--- src/rtl/scd_pkg.sv ---
// ============================================================================
// scd_pkg
// Types, constants and day tables shared by the seconds-to-date converter.
// ============================================================================
package scd_pkg;

    // Pipeline depth: input register, four arithmetic stages, result register
    localparam int unsigned STAGES = 6;
    typedef logic [STAGES-1:0] t_stage_vec;

    // Field and internal widths
    localparam int unsigned SEC_W   = 31;  // seconds count
    localparam int unsigned DAYS_W  = 15;  // whole days, < 24856
    localparam int unsigned SOD_W   = 17;  // second of day, < 86400
    localparam int unsigned MOD_W   = 11;  // minute of day, < 1440
    localparam int unsigned CYC_W   = 5;   // four-year cycles, < 18
    localparam int unsigned REM_W   = 11;  // day within a four-year period, < 1461
    localparam int unsigned DOY_W   = 9;   // day within a year, < 366
    localparam int unsigned YOFF_W  = 2;   // year within a four-year period
    localparam int unsigned YEAR_W  = 12;
    localparam int unsigned MONTH_W = 4;
    localparam int unsigned DAY_W   = 5;
    localparam int unsigned HOUR_W  = 5;
    localparam int unsigned MIN_W   = 6;

    // days = (t >> 7) / 675, exact by reciprocal for a 24-bit dividend
    localparam int unsigned DAY_SHIFT  = 7;
    localparam int unsigned DAY_HI_W   = SEC_W - DAY_SHIFT;
    localparam int unsigned DAY_RCP_W  = 25;
    localparam int unsigned DAY_PROD_W = DAY_HI_W + DAY_RCP_W;
    localparam int unsigned DAY_RCP_SH = 34;
    localparam logic [DAY_RCP_W-1:0] DAY_RECIP = 25'd25451659;
    localparam logic [SEC_W-1:0]     SEC_PER_DAY = 31'd86400;

    // cycles = days / 1461
    localparam int unsigned CYC_RCP_W  = 16;
    localparam int unsigned CYC_PROD_W = DAYS_W + CYC_RCP_W;
    localparam int unsigned CYC_RCP_SH = 26;
    localparam logic [CYC_RCP_W-1:0] CYC_RECIP  = 16'd45934;
    localparam logic [DAYS_W-1:0]    CYCLE_DAYS = 15'd1461;

    // hour = sod / 3600, minute of day = sod / 60
    localparam int unsigned TOD_RCP_W  = 18;
    localparam int unsigned TOD_PROD_W = SOD_W + TOD_RCP_W;
    localparam int unsigned HOUR_RCP_SH = 29;
    localparam int unsigned MOD_RCP_SH  = 23;
    localparam logic [TOD_RCP_W-1:0] HOUR_RECIP = 18'd149131;
    localparam logic [TOD_RCP_W-1:0] MOD_RECIP  = 18'd139811;
    localparam logic [MOD_W-1:0]     MIN_PER_HOUR = 11'd60;
    localparam logic [SOD_W-1:0]     SEC_PER_MIN  = 17'd60;

    // Calendar constants
    localparam logic [REM_W-1:0]   YEAR_DAYS   = 11'd365;
    localparam logic [REM_W-1:0]   LAST_DAY    = 11'd1460;
    localparam logic [YEAR_W-1:0]  EPOCH_YEAR  = 12'd2009;
    localparam logic [YOFF_W-1:0]  LEAP_POS    = 2'b11;
    localparam logic [MONTH_W-1:0] MONTH_DEC   = 4'd12;
    localparam logic [DAY_W-1:0]   DAY_LAST    = 5'd31;
    localparam int unsigned        MONTHS      = 12;

    typedef struct packed {
        logic [SEC_W-1:0] seconds_count;
    } t_scd_in;

    typedef struct packed {
        logic [YEAR_W-1:0]  year;
        logic [MONTH_W-1:0] month;
        logic [DAY_W-1:0]   day;
        logic [HOUR_W-1:0]  hour;
        logic [MIN_W-1:0]   minute;
        logic [MIN_W-1:0]   second;
    } t_scd_out;

    // Days before the first of month idx (0 = January)
    function automatic logic [DOY_W-1:0] cum_days(input logic leap,
                                                   input logic [MONTH_W-1:0] idx);
        logic [DOY_W-1:0] base;
        logic [DOY_W-1:0] adj;
        unique case (idx)
            4'd0:    base = 9'd0;
            4'd1:    base = 9'd31;
            4'd2:    base = 9'd59;
            4'd3:    base = 9'd90;
            4'd4:    base = 9'd120;
            4'd5:    base = 9'd151;
            4'd6:    base = 9'd181;
            4'd7:    base = 9'd212;
            4'd8:    base = 9'd243;
            4'd9:    base = 9'd273;
            4'd10:   base = 9'd304;
            4'd11:   base = 9'd334;
            default: base = 9'd0;
        endcase
        // February 29 shifts every month after February
        adj = (leap && idx >= 4'd2) ? 9'd1 : 9'd0;
        return base + adj;
    endfunction

endpackage

--- src/rtl/scd_stream_if.sv ---
// ============================================================================
// scd_stream_if
// Valid/ready channel carrying one payload item per transfer.
// ============================================================================
interface scd_stream_if #(
    parameter type T = logic
);
    logic valid;
    logic ready;
    T     data;

    modport source (output valid, output data, input ready);
    modport sink   (input valid, input data, output ready);
endinterface

--- src/rtl/scd_day_div.sv ---
// ============================================================================
// scd_day_div
// Split the seconds count into whole days, second of day and 4-year cycles.
// ============================================================================
module scd_day_div
    import scd_pkg::*;
(
    input  logic               i_clk,
    input  t_stage_vec         i_en,
    input  logic [SEC_W-1:0]   i_sec,
    output logic [DAYS_W-1:0]  o_days,
    output logic [SOD_W-1:0]   o_sod,
    output logic [CYC_W-1:0]   o_cycles
);

    logic [DAYS_W-1:0]     r_s1_days;
    logic [SEC_W-1:0]      r_s1_sec;
    logic [DAYS_W-1:0]     r_s2_days;
    logic [SOD_W-1:0]      r_s2_sod;
    logic [CYC_W-1:0]      r_s2_cycles;

    logic [DAY_PROD_W-1:0] w_day_prod;
    logic [SEC_W-1:0]      w_day_sec;
    logic [SEC_W-1:0]      w_sod_full;
    logic [CYC_PROD_W-1:0] w_cyc_prod;
    logic [DAYS_W-1:0]     n_s1_days;
    logic [SOD_W-1:0]      n_s2_sod;
    logic [CYC_W-1:0]      n_s2_cycles;

    // Stage 1: 86400 = 128 * 675, shift then multiply by the reciprocal of 675
    assign w_day_prod = DAY_PROD_W'(i_sec[SEC_W-1:DAY_SHIFT]) * DAY_PROD_W'(DAY_RECIP);
    assign n_s1_days  = w_day_prod[DAY_RCP_SH +: DAYS_W];

    // Stage 2: remainder seconds and cycle count
    assign w_day_sec   = SEC_W'(r_s1_days) * SEC_PER_DAY;
    assign w_sod_full  = r_s1_sec - w_day_sec;
    assign n_s2_sod    = w_sod_full[SOD_W-1:0];
    assign w_cyc_prod  = CYC_PROD_W'(r_s1_days) * CYC_PROD_W'(CYC_RECIP);
    assign n_s2_cycles = w_cyc_prod[CYC_RCP_SH +: CYC_W];

    always_ff @(posedge i_clk) begin
        if (i_en[1]) begin
            r_s1_days <= n_s1_days;
            r_s1_sec  <= i_sec;
        end
        if (i_en[2]) begin
            r_s2_days   <= r_s1_days;
            r_s2_sod    <= n_s2_sod;
            r_s2_cycles <= n_s2_cycles;
        end
    end

    assign o_days   = r_s2_days;
    assign o_sod    = r_s2_sod;
    assign o_cycles = r_s2_cycles;

endmodule

--- src/rtl/scd_tod_split.sv ---
// ============================================================================
// scd_tod_split
// Split the second of day into hour, minute and second.
// ============================================================================
module scd_tod_split
    import scd_pkg::*;
(
    input  logic              i_clk,
    input  t_stage_vec        i_en,
    input  logic [SOD_W-1:0]  i_sod,
    output logic [HOUR_W-1:0] o_hour,
    output logic [MIN_W-1:0]  o_minute,
    output logic [MIN_W-1:0]  o_second
);

    logic [SOD_W-1:0]      r_s3_sod;
    logic [HOUR_W-1:0]     r_s3_hour;
    logic [MOD_W-1:0]      r_s3_mod;
    logic [HOUR_W-1:0]     r_s4_hour;
    logic [MIN_W-1:0]      r_s4_minute;
    logic [MIN_W-1:0]      r_s4_second;

    logic [TOD_PROD_W-1:0] w_hour_prod;
    logic [TOD_PROD_W-1:0] w_mod_prod;
    logic [MOD_W-1:0]      w_min_full;
    logic [SOD_W-1:0]      w_sec_full;

    // Stage 3: hour and minute of day by reciprocal multiply
    assign w_hour_prod = TOD_PROD_W'(i_sod) * TOD_PROD_W'(HOUR_RECIP);
    assign w_mod_prod  = TOD_PROD_W'(i_sod) * TOD_PROD_W'(MOD_RECIP);

    // Stage 4: remainders
    assign w_min_full = r_s3_mod - MOD_W'(r_s3_hour) * MIN_PER_HOUR;
    assign w_sec_full = r_s3_sod - SOD_W'(r_s3_mod) * SEC_PER_MIN;

    always_ff @(posedge i_clk) begin
        if (i_en[3]) begin
            r_s3_sod  <= i_sod;
            r_s3_hour <= w_hour_prod[HOUR_RCP_SH +: HOUR_W];
            r_s3_mod  <= w_mod_prod[MOD_RCP_SH +: MOD_W];
        end
        if (i_en[4]) begin
            r_s4_hour   <= r_s3_hour;
            r_s4_minute <= w_min_full[MIN_W-1:0];
            r_s4_second <= w_sec_full[MIN_W-1:0];
        end
    end

    assign o_hour   = r_s4_hour;
    assign o_minute = r_s4_minute;
    assign o_second = r_s4_second;

endmodule

--- src/rtl/scd_date_split.sv ---
// ============================================================================
// scd_date_split
// Turn day count and cycle count into year, month and day of month.
// ============================================================================
module scd_date_split
    import scd_pkg::*;
(
    input  logic               i_clk,
    input  t_stage_vec         i_en,
    input  logic [DAYS_W-1:0]  i_days,
    input  logic [CYC_W-1:0]   i_cycles,
    output logic [YEAR_W-1:0]  o_year,
    output logic [MONTH_W-1:0] o_month,
    output logic [DAY_W-1:0]   o_day
);

    logic [REM_W-1:0]   r_s3_rem;
    logic [CYC_W-1:0]   r_s3_cycles;
    logic [CYC_W-1:0]   r_s4_cycles;
    logic [YOFF_W-1:0]  r_s4_yoff;
    logic [DOY_W-1:0]   r_s4_doy;
    logic               r_s4_last;

    logic [DAYS_W-1:0]  w_rem_full;
    logic [YOFF_W-1:0]  w_yoff;
    logic [REM_W-1:0]   w_doy_full;
    logic               w_leap;
    logic [MONTH_W-1:0] w_idx;
    logic [DOY_W-1:0]   w_day_full;

    // Stage 3: day within the cycle
    assign w_rem_full = i_days - DAYS_W'(i_cycles) * CYCLE_DAYS;

    // Stage 4: year within the cycle and day within the year
    always_comb begin
        w_yoff = '0;
        if (r_s3_rem >= YEAR_DAYS)          w_yoff = 2'd1;
        if (r_s3_rem >= YEAR_DAYS * 11'd2)  w_yoff = 2'd2;
        if (r_s3_rem >= YEAR_DAYS * 11'd3)  w_yoff = 2'd3;
    end
    assign w_doy_full = r_s3_rem - REM_W'(w_yoff) * YEAR_DAYS;

    always_ff @(posedge i_clk) begin
        if (i_en[3]) begin
            r_s3_rem    <= w_rem_full[REM_W-1:0];
            r_s3_cycles <= i_cycles;
        end
        if (i_en[4]) begin
            r_s4_cycles <= r_s3_cycles;
            r_s4_yoff   <= w_yoff;
            r_s4_doy    <= w_doy_full[DOY_W-1:0];
            r_s4_last   <= (r_s3_rem == LAST_DAY);
        end
    end

    // Month search: count table entries at or below the day of year
    assign w_leap = ((r_s4_yoff & LEAP_POS) == LEAP_POS);

    always_comb begin
        w_idx = '0;
        for (int i = 1; i < MONTHS; i++) begin
            if (r_s4_doy >= cum_days(w_leap, MONTH_W'(i))) begin
                w_idx = w_idx + 4'd1;
            end
        end
    end

    assign w_day_full = r_s4_doy - cum_days(w_leap, w_idx) + 9'd1;

    // The year offset is already three on the last day of a cycle
    assign o_year  = EPOCH_YEAR + YEAR_W'({r_s4_cycles, r_s4_yoff});
    assign o_month = r_s4_last ? MONTH_DEC : w_idx + 4'd1;
    assign o_day   = r_s4_last ? DAY_LAST  : w_day_full[DAY_W-1:0];

endmodule

--- src/rtl/seconds_to_calendar_date.sv ---
// ============================================================================
// seconds_to_calendar_date
// Converts a seconds count since 2009-01-01 00:00:00 into year, month, day,
// hour, minute and second. The block is a six-register pipeline (input
// register, four arithmetic stages, result register) and takes one transfer
// per clock while the output is not stalled. Every division is by a constant:
// days, cycles, hours and minutes by reciprocal multiply, year and month by
// comparison, with at most one multiplier on any path between two registers,
// so the multiplier stages set the clock. Each stage has its own valid bit
// and moves on when the stage after it is empty or moving, so bubbles close
// up and input is still taken while a result waits at the output. Leap years
// are every fourth year from 2012, with no century rule; inputs up to
// 2^31-1 reach the year 2077. The last day of a leap year is forced to
// December 31. There is no state between items and nothing to configure.
// ============================================================================
module seconds_to_calendar_date
    import scd_pkg::*;
(
    input  logic         i_clk,
    input  logic         i_rst_n,
    scd_stream_if.sink   i_sec,
    scd_stream_if.source o_date
);

    t_stage_vec        r_vld;
    t_stage_vec        n_vld;
    t_stage_vec        w_rdy;

    logic [SEC_W-1:0]  r_s0_sec;
    t_scd_out          r_out;
    t_scd_out          n_out;

    logic [DAYS_W-1:0]  w_days;
    logic [SOD_W-1:0]   w_sod;
    logic [CYC_W-1:0]   w_cycles;
    logic [HOUR_W-1:0]  w_hour;
    logic [MIN_W-1:0]   w_minute;
    logic [MIN_W-1:0]   w_second;
    logic [YEAR_W-1:0]  w_year;
    logic [MONTH_W-1:0] w_month;
    logic [DAY_W-1:0]   w_day;

    // A stage may load when it is empty or its contents advance this cycle
    always_comb begin
        w_rdy[STAGES-1] = !r_vld[STAGES-1] || o_date.ready;
        for (int k = STAGES - 2; k >= 0; k--) begin
            w_rdy[k] = !r_vld[k] || w_rdy[k+1];
        end
    end

    // Advance valid bits; a stage that loads takes the valid of the one before
    always_comb begin
        n_vld = r_vld;
        if (w_rdy[0]) begin
            n_vld[0] = i_sec.valid;
        end
        for (int k = 1; k < STAGES; k++) begin
            if (w_rdy[k]) begin
                n_vld[k] = r_vld[k-1];
            end
        end
    end

    always_ff @(posedge i_clk) begin
        if (!i_rst_n) begin
            r_vld <= '0;
        end else begin
            r_vld <= n_vld;
        end
    end

    // Capture the input transfer
    always_ff @(posedge i_clk) begin
        if (w_rdy[0]) begin
            r_s0_sec <= i_sec.data.seconds_count;
        end
    end

    // Days, second of day and cycle count (stages 1 and 2)
    scd_day_div u_day_div (
        .i_clk    (i_clk),
        .i_en     (w_rdy),
        .i_sec    (r_s0_sec),
        .o_days   (w_days),
        .o_sod    (w_sod),
        .o_cycles (w_cycles)
    );

    // Hour, minute and second (stages 3 and 4)
    scd_tod_split u_tod_split (
        .i_clk    (i_clk),
        .i_en     (w_rdy),
        .i_sod    (w_sod),
        .o_hour   (w_hour),
        .o_minute (w_minute),
        .o_second (w_second)
    );

    // Year, month and day (stages 3 and 4, month search feeds the result)
    scd_date_split u_date_split (
        .i_clk    (i_clk),
        .i_en     (w_rdy),
        .i_days   (w_days),
        .i_cycles (w_cycles),
        .o_year   (w_year),
        .o_month  (w_month),
        .o_day    (w_day)
    );

    // Result register: hold while the output transfer is stalled
    always_comb begin
        n_out.year   = w_year;
        n_out.month  = w_month;
        n_out.day    = w_day;
        n_out.hour   = w_hour;
        n_out.minute = w_minute;
        n_out.second = w_second;
    end

    always_ff @(posedge i_clk) begin
        if (w_rdy[STAGES-1]) begin
            r_out <= n_out;
        end
    end

    assign i_sec.ready  = w_rdy[0];
    assign o_date.valid = r_vld[STAGES-1];
    assign o_date.data  = r_out;

endmodule

--- src/flat_wrapper.sv ---
// flat-port wrapper written by rule: the top's interface ports become plain ports
module seconds_to_calendar_date_flat import scd_pkg::*;
  (i_clk, i_rst_n, i_sec_valid, i_sec_data, i_sec_ready, o_date_valid, o_date_data, o_date_ready);
  scd_stream_if #(.T(t_scd_in)) i_sec_i ();
  scd_stream_if #(.T(t_scd_out)) o_date_i ();
  input  logic i_clk;
  input  logic i_rst_n;
  input wire logic [$bits(i_sec_i.valid)-1:0] i_sec_valid;
  input wire logic [$bits(i_sec_i.data)-1:0] i_sec_data;
  output wire logic [$bits(i_sec_i.ready)-1:0] i_sec_ready;
  output wire logic [$bits(o_date_i.valid)-1:0] o_date_valid;
  output wire logic [$bits(o_date_i.data)-1:0] o_date_data;
  input wire logic [$bits(o_date_i.ready)-1:0] o_date_ready;
  assign i_sec_i.valid = i_sec_valid;
  assign i_sec_i.data = i_sec_data;
  assign i_sec_ready = i_sec_i.ready;
  assign o_date_valid = o_date_i.valid;
  assign o_date_data = o_date_i.data;
  assign o_date_i.ready = o_date_ready;
  seconds_to_calendar_date u_core (.i_clk(i_clk), .i_rst_n(i_rst_n), .i_sec(i_sec_i), .o_date(o_date_i));
endmodule
--- config.mk ---
export PLATFORM = sky130hd
export DESIGN_NAME = seconds_to_calendar_date_flat
export DESIGN_NICKNAME = d
export VERILOG_FILES = /design/src/rtl/scd_pkg.sv /design/src/rtl/scd_stream_if.sv /design/src/rtl/scd_day_div.sv /design/src/rtl/scd_tod_split.sv /design/src/rtl/scd_date_split.sv /design/src/rtl/seconds_to_calendar_date.sv /design/src/flat_wrapper.sv
export SDC_FILE = /design/constraint.sdc
export NUM_CORES = 2
export LEC_CHECK = 0
export ABC_AREA = 0
export CORE_MARGIN = 1
export CORE_UTILIZATION = 40
export DETAILED_ROUTE_END_ITERATION = 6
export DONT_BUFFER_PORTS = 1
export GPL_TIMING_DRIVEN = 0
export MAX_ROUTING_LAYER = met4
export PLACE_DENSITY = 0.54
export SETUP_SLACK_MARGIN = 0.3
export SLEW_MARGIN = 20
export SYNTH_ARGS = -nofsm -noshare
export SYNTH_HDL_FRONTEND = slang
export SYNTH_SLANG_ARGS = --single-unit
export TNS_END_PERCENT = 30
--- constraint.sdc ---
create_clock -name i_clk -period 11.7 [get_ports i_clk]
set_input_delay 2.925 -clock i_clk [delete_from_list [all_inputs] [get_ports i_clk]]
set_output_delay 2.925 -clock i_clk [all_outputs]
set_load 0.02 [all_outputs]
# [Word level (Yosys, flattened, before mapping)]
# Memory sizes are Yosys's and may differ from the RTL's.
# Cells that the tools add are included.
[word_totals] reg_bits=212 romBits=144 out_inout_bits=40 elab_cells=116 n_memories=1
[memory_table] memory="(name not given)" words=16 word_bits=9 read_ports=1 rd_clocked_by_memory_dff=0 write_ports=0 line="scd_pkg.sv:79" text="unique case (idx)"
[op_classes] add_sub_neg=30 multipliers=9 magnitude_cmp=15 eq_ne=2 muxes=16 reduce_logical=13
[op_table] op="9-bit >= comparator" n=10
[op_table] op="17-bit by 18-bit multiplier with 34-bit output, second input constant" n=2
[op_table] op="24-bit by 25-bit multiplier with 49-bit output, second input constant" n=1
[op_table] op="4-bit by 1-bit adder with 4-bit output, second input constant" n=11
[op_table] op="4-bit two-way mux" n=10
[op_table] op="8-bit by 9-bit adder with 9-bit output, first input constant" n=4
[op_table] op="15-bit by 15-bit multiplier with 30-bit output, second input constant" n=1
[op_table] op="7-bit by 9-bit adder with 9-bit output, first input constant" n=2
[op_table] op="9-bit adder, first input constant" n=2
[op_table] op="17-bit subtractor" n=1
[op_table] op="15-bit by 10-bit multiplier with 10-bit output, second input constant" n=1
[op_table] op="11-bit by 7-bit adder with 12-bit output, first input constant" n=1
[op_table] op="6-bit subtractor" n=2
[op_table] op="11-bit == test, second input constant" n=1
[op_table] op="11-bit by 10-bit >= comparator with 1-bit output, second input constant" n=1
[op_table] op="11-bit >= comparator, second input constant" n=1
[op_table] op="11-bit by 9-bit >= comparator with 1-bit output, second input constant" n=1
[op_table] op="11-bit by 4-bit multiplier with 4-bit output, second input constant" n=1
[op_table] op="5-bit by 11-bit multiplier with 11-bit output, second input constant" n=1
[op_table] op="11-bit subtractor" n=1
[op_table] op="6-bit by 9-bit adder with 9-bit output, first input constant" n=1
[op_table] op="9-bit by 1-bit adder with 9-bit output, first input constant" n=1
[op_table] op="9-bit by 5-bit >= comparator with 1-bit output, second input constant" n=1
[op_table] op="2-bit by 9-bit multiplier with 9-bit output, second input constant" n=1
[op_table] op="other kinds (12)" n=26

# [Logic depth before layout (Yosys ltp)]
[depth] ltp_word=29 mapped_depth=52

# [Modules after synthesis]
# From an unflattened synthesis, not the netlist that was laid out.
[hier_totals] hier_cells=3018 area_unflattened_um2=31940.6
[modules_own_cells] mod="scd_day_div" instances=1 cells_each=1529 area_per_inst_um2=16229.3 seq_area_each_um2=2072.0
[modules_own_cells] mod="scd_tod_split" instances=1 cells_each=840 area_per_inst_um2=8438.1 seq_area_each_um2=1021.0
[modules_own_cells] mod="scd_date_split" instances=1 cells_each=554 area_per_inst_um2=4967.3 seq_area_each_um2=991.0
[modules_own_cells] mod="seconds_to_calendar_date" instances=1 cells_each=95 area_per_inst_um2=2306.0 seq_area_each_um2=2192.1

# [Least setup slack after synthesis]
# OpenSTA, ideal clock, no wires.
[synth_path] path_kind="register -> register" from="reg u_core.u_date_split.r_s4_yoff[0]" to="reg u_core.r_out, in the netlist u_core.o_date.data[21] (data pin)" setup_ps=258 arrival_time_ps=9480 t_required_ps=11442 slack_ps=1962 path_stages_with_launch=47 n_path_buf=0 path_cell_list="edfxtp_1 > ha_1 > inv_1 > ha_1 > nor2b_1 > o21ai_0 > a21oi_1 > o21ai_0 > ha_1 > or4_1 > o211ai_2 > a311oi_2 > ha_1 > nand2_1 > o31a_1 > xnor2_1 > a21oi_1 > ha_1 > [... 11 more ...] > nor2_1 > a31oi_1 > ha_1 > mux2i_1 > inv_1 > ha_1 > inv_1 > o31a_2 > mux2i_1 > fa_1 > ha_1 > a21o_1 > a21oi_1 > xnor2_1 > nor3_1 > or4b_2 > o2111ai_1 > nor2_1"
[synth_via] elab_chain_cells=29 elab_cells_between_ends=48 cone_classes="22 x add/sub; 11 x order compare; 1 x eq/ne; 12 x mux; 1 x reduce/logical; 1 x memory"
[synth_lines] item="start, declared" line="scd_date_split.sv:20" text="logic [YOFF_W-1:0] r_s4_yoff;"
[synth_lines] item="start signal, assigned" line="scd_date_split.sv:50" text="r_s4_yoff <= w_yoff;"
[synth_lines] item="2-bit == test *" line="scd_date_split.sv:57" text="assign w_leap = ((r_s4_yoff & LEAP_POS) == LEAP_POS);"
[synth_lines] item="1-bit two-way mux" line="scd_pkg.sv:95" text="adj = (leap && idx >= 4'd2) ? 9'd1 : 9'd0;"
[synth_lines] item="6-bit by 9-bit adder with 9-bit output" line="scd_pkg.sv:96" text="return base + adj;"
[synth_lines] item="9-bit >= comparator" line="scd_date_split.sv:62" text="if (r_s4_doy >= cum_days(w_leap, MONTH_W'(i))) begin"
[synth_lines] item="4-bit two-way mux" line="scd_date_split.sv:62"
[synth_lines] item="4-bit by 1-bit adder with 4-bit output" line="scd_date_split.sv:63" text="w_idx = w_idx + 4'd1;"
[synth_lines] item="4-bit two-way mux" line="scd_date_split.sv:62"
[synth_lines] item="4-bit by 1-bit adder with 4-bit output" line="scd_date_split.sv:63"
[synth_lines] item="[... 13 more ...]"
[synth_lines] item="4-bit by 1-bit adder with 4-bit output" line="scd_date_split.sv:63"
[synth_lines] item="4-bit two-way mux" line="scd_date_split.sv:62"
[synth_lines] item="4-bit by 2-bit >= comparator with 1-bit output" line="scd_pkg.sv:95"
[synth_lines] item="1-bit logical AND" line="scd_pkg.sv:95"
[synth_lines] item="1-bit two-way mux" line="scd_pkg.sv:95"
[synth_lines] item="5-bit by 1-bit adder with 5-bit output *" line="scd_pkg.sv:96"
[synth_lines] item="5-bit subtractor *" line="scd_date_split.sv:68" text="assign w_day_full = r_s4_doy - cum_days(w_leap, w_idx) + 9'd1;"
[synth_lines] item="5-bit by 1-bit adder with 5-bit output *" line="scd_date_split.sv:68"
[synth_lines] item="end signal, assigned" line="seconds_to_calendar_date.sv:122" text="r_out <= n_out;"
[synth_lines] item="end, declared" line="seconds_to_calendar_date.sv:30" text="t_scd_out r_out;"
# Every way passes the cells marked *; elsewhere a longest branch is shown, timed or not.
# A chain may end at the register's enable or synchronous reset.

# [Final worst setup path]
# Ends and elaborated chain as after synthesis.

==> impl_metrics.tcl <==
set metrics [dict create \
    tightestPinTransition_ns 0.885 \
    gpl.final_weighted_congestion 0.880 \
    synth.net_count 3796 \
    reg2reg_end "u_core.o_date.data[21]$_SDFFCE_PP1P_" \
    end_kind "flop" \
    setup_total_negative_slack_ns 0 \
    path_common_cell "sky130_fd_sc_hd__ha_1" \
    area_growth_pct 7.08 \
    cts.htree.levels 1 \
    setup_viol 0 \
    grt_max_degree 39 \
    cts_hold_buffers 0 \
    path_class "reg2reg" \
    postRouteWirelength_mm 60.0 \
    max-cap-violations 0 \
    synth_cell_type_count 81 \
    worstSetupStartpoint "u_core.u_date_split.r_s4_yoff[0]$_DFFE_PP_" \
    data_required_time_at_the_worst_endpoint_ns 12.02 \
    root_buffer "sky130_fd_sc_hd__clkbuf_16" \
    finClkSkew_ns 0.0156 \
    tritoncts_num_sinks 207 \
    ys_async_sr_fraction_pct 0 \
    fillers 6935 \
    worst-path-max-fanout 9 \
    synth_sequential_area_ratio_pct 20.6 \
    layout_worst_path_cycle_share_pct 90.4 \
    postRouteAntennaNets 0 \
    rsz0062_at_grt "no" \
    worstRegToRegCells 46 \
    synth_area_mm2 0.0299 \
    worst-path-stages 46 \
    clkSlewWorstSetupHoldPaths_ns 0.06 \
    floorplan.initialDensity_pct 40.7 \
    detailed_routing_iterations_pass_1 5 \
    drt_iter0_drc 623 \
    clock_insertion_delay_worst_skew_ns 0.56 \
    run_status "complete, no violations" \
    dr_total_vias 17900 \
    sum_of_buffers_and_inverters_on_the_critical_path 3 \
    synth_seq_cells 207 \
    fp-row-count 99 \
    arrival_time_at_the_worst_endpoint_ns 10.89 \
    layout_min_cycle_time_ns 10.58 \
    route.detailed.vias_per_inst 4.89 \
    timing.critical_path.max_delay_family "adder cells" \
    port-buffer-count 0 \
    reg2reg_from "u_core.u_date_split.r_s4_yoff[0]$_DFFE_PP_" \
    die_y_um 276 \
    die_width_um 276 \
    finalMaxSlewViolations 0 \
    crit_slowest_cell "sky130_fd_sc_hd__or4b_2" \
    total_cts_buffers 26 \
    ioPinCount 75 \
    dominantRegCellSynth "sky130_fd_sc_hd__edfxtp_1" \
    die_area_mm2 0.0760 \
    reg2reg_setup_slack_ns 1.12 \
    holdPathStages 0 \
    synth_area_per_cell_um2 11.3 \
    layout-drive-gt1-share_pct 3.59 \
    worst_hold_path.endpoint "u_core.u_day_div.r_s1_sec[1]$_DFFE_PP_" \
    dp_hpwl_mm 51.7 \
    route.detailed.wl_per_inst_um 16.4 \
    num_antenna_cells 0 \
    finalNetCount 3827 \
    worst_hold_startpoint "u_core.r_s0_sec[1]$_DFFE_PP_" \
    grt_pass1_wl_mm 100 \
    synth.yosys.warnings 0 \
    synthesis.instances 2650 \
    slowest_delay_ns 0.63 \
    grt_overflow_total 0 \
    design.core.area_mm2 0.0736 \
    first_global_vias 19800 \
    startpoint_type "flop" \
    cts_tree "done" \
    max_clock_freq_ghz 0.0945 \
    slew_headroom_pct 40.4 \
    drc_violations_left 0 \
    ctsLongestPathBuffers 3 \
    synth_enable_flop_cells 201 \
    grt_antenna_before_repair 0 \
    hp-class "reg2reg" \
    hold_viol 0 \
    grt_util_all_layers_pct 17.2 \
]
## routing by layer
| layer | track usage, % | share of wire, % | up-vias |
|---|---|---|---|
| met1 | 21.1 | 45 | 8859 |
| met5 | - | 0 | - |
| met3 | 1.58 | 2.1 | 58 |
| met2 | 30.7 | 51 | 185 |
| met4 | 3.23 | 2.0 | 0 |
| li1 | - | - | 8796 |
## cell type report
| class | count | area, µm² | area share [%] |
|---|---|---|---|
| multi-input combinational | 1769 | 21300 | 66.3 |
| timing repair buffer | 3 | 35.0 | 0.109 |
| clock inverter | 18 | 175 | 0.546 |
| buffer | 12 | 72.6 | 0.226 |
| clock buffer | 30 | 666 | 2.08 |
| inverter | 662 | 2490 | 7.76 |
| tap | 959 | 1200 | 3.74 |
| sequential | 207 | 6160 | 19.2 |
## placed cells by master, fill, tap and decap left out, types with 19 or more instances in the layout
| cell type | n |
|---|---|
| sky130_fd_sc_hd__ha_1 | 723 |
| sky130_fd_sc_hd__inv_1 | 657 |
| sky130_fd_sc_hd__fa_1 | 388 |
| sky130_fd_sc_hd__edfxtp_1 | 201 |
| sky130_fd_sc_hd__a21oi_1 | 88 |
| sky130_fd_sc_hd__xnor2_1 | 79 |
| sky130_fd_sc_hd__nor2_1 | 55 |
| sky130_fd_sc_hd__nand2_1 | 46 |
| sky130_fd_sc_hd__a21o_1 | 46 |
| sky130_fd_sc_hd__o21ai_0 | 42 |
| sky130_fd_sc_hd__xor2_1 | 41 |
| sky130_fd_sc_hd__clkbuf_16 | 26 |
| sky130_fd_sc_hd__nand3_1 | 21 |
| sky130_fd_sc_hd__nor3_1 | 20 |
| sky130_fd_sc_hd__o21bai_1 | 19 |
## metrics by stage
step / instances / instance area [µm²] / util [%] / setup slack (ns) / hold WS [ns]
after floorplan: 2650 / 29900 / - / 1.96 / 0.400
after detailed placement: 3610 / 31200 / 42.4 / 0.483 / 0.405
after global placement: 3609 / 31100 / 42.3 / 0.761 / 0.402
after global routing: 3660 / 32100 / 43.6 / 0.316 / 0.419
after CTS: 3658 / 32000 / 43.5 / 0.455 / 0.414
final: 3660 / 32100 / 43.6 / 1.12 / 0.414
## synthesized netlist by cell type (3+ instances only)
library cell,instances,area [µm²]
sky130_fd_sc_hd__ha_1,723,9050
sky130_fd_sc_hd__dfxtp_1,6,120
sky130_fd_sc_hd__o2111ai_1,5,43.8
sky130_fd_sc_hd__a21boi_0,3,22.5
sky130_fd_sc_hd__edfxtp_1,201,6040
sky130_fd_sc_hd__clkbuf_1,3,11.3
sky130_fd_sc_hd__o22ai_1,3,18.8
sky130_fd_sc_hd__o31a_1,3,26.3
sky130_fd_sc_hd__a21o_1,46,345
sky130_fd_sc_hd__nor4_1,3,18.8
sky130_fd_sc_hd__a21oi_1,88,440
sky130_fd_sc_hd__nand3_1,22,110
sky130_fd_sc_hd__o21a_1,14,105
sky130_fd_sc_hd__nor2b_1,16,100
sky130_fd_sc_hd__o21ai_0,42,210
sky130_fd_sc_hd__or3_1,8,50.1
sky130_fd_sc_hd__mux2i_1,8,80.1
sky130_fd_sc_hd__xor2_1,41,359
sky130_fd_sc_hd__nand4b_1,3,26.3
sky130_fd_sc_hd__a31oi_1,8,50.1
sky130_fd_sc_hd__or2_2,10,62.6
sky130_fd_sc_hd__and2_1,5,31.3
sky130_fd_sc_hd__o211ai_1,12,90.1
sky130_fd_sc_hd__nand2b_1,10,62.6
sky130_fd_sc_hd__or4_1,3,22.5
sky130_fd_sc_hd__nor2_1,55,206
sky130_fd_sc_hd__a211o_1,5,43.8
sky130_fd_sc_hd__a2111oi_0,4,35.0
sky130_fd_sc_hd__fa_1,388,7770
sky130_fd_sc_hd__buf_2,6,30.0
sky130_fd_sc_hd__and3_1,13,81.3
sky130_fd_sc_hd__inv_1,660,2480
sky130_fd_sc_hd__xnor2_1,79,692
sky130_fd_sc_hd__nand2_1,48,180
sky130_fd_sc_hd__nand4_1,6,37.5
sky130_fd_sc_hd__nor3_1,20,100
sky130_fd_sc_hd__o21bai_1,19,143
sky130_fd_sc_hd__a211oi_1,7,52.6
## registers in the layout, indices dropped and copies added, names as in the netlist, 2 cells and up
name	cells
u_core.r_vld	6
u_core.u_tod_split.o_hour	5
u_core.u_date_split.r_s3_rem	11
u_core.u_day_div.o_sod	17
u_core.u_tod_split.r_s3_hour	5
u_core.u_day_div.r_s1_sec	17
u_core.u_tod_split.o_minute	6
u_core.u_day_div.r_s1_days	15
u_core.u_tod_split.r_s3_sod	6
u_core.u_date_split.r_s3_cycles	5
u_core.u_date_split.r_s4_doy	9
u_core.o_date.data	38
u_core.u_day_div.o_days	11
u_core.u_date_split.r_s4_cycles	5
u_core.u_day_div.o_cycles	5
u_core.u_tod_split.r_s3_mod	6
u_core.r_s0_sec	31
u_core.u_date_split.r_s4_yoff	2
u_core.u_tod_split.o_second	6
## worst reg2reg max path, delay by kind of cell, from the launching register on
| kind | cells | cell delay [ns] |
|---|---|---|
| and+or+nand+nor | 9 | 1.78 |
| DFF | 1 | 0.43 |
| adders and majority gates | 11 | 3.47 |
| AOI/OAI and AO/OA | 17 | 3.18 |
| muxes | 2 | 0.45 |
| buffers and inverters | 3 | 0.38 |
| xor gates and xnor gates | 4 | 0.64 |
## what timing repair did
item | CTS | global route
resized for setup | 0 | 7
setup endpoints to repair | 0 | 1
setup buffers | 0 | 2
## kinds of logic after synthesis
kind of cell | Yosys count | synth area share (%)
adders and majority gates | 1111 | 56.1
buffers and inverters | 674 | 8.55
AOI/OAI and AO/OA | 287 | 6.39
and+or+nand+nor | 234 | 4.07
DFF | 207 | 20.6
xor gates and xnor gates | 126 | 3.90
muxes | 11 | 0.393
## worst max-delay path by stage
| stage | end |
|---|---|
| after detailed placement | u_core.o_date.data[21]$_SDFFCE_PP1P_ |
| after global routing | u_core.o_date.data[21]$_SDFFCE_PP1P_ |
| after CTS | u_core.o_date.data[21]$_SDFFCE_PP1P_ |
| after global placement | u_core.o_date.data[21]$_SDFFCE_PP1P_ |
| after floorplan | u_core.o_date.data[21]$_SDFFCE_PP1P_ |
| final | u_core.o_date.data[21]$_SDFFCE_PP1P_ |
Power is not shown: default switching activity piles up to over one toggle a cycle in this logic, so the estimate is an artifact.
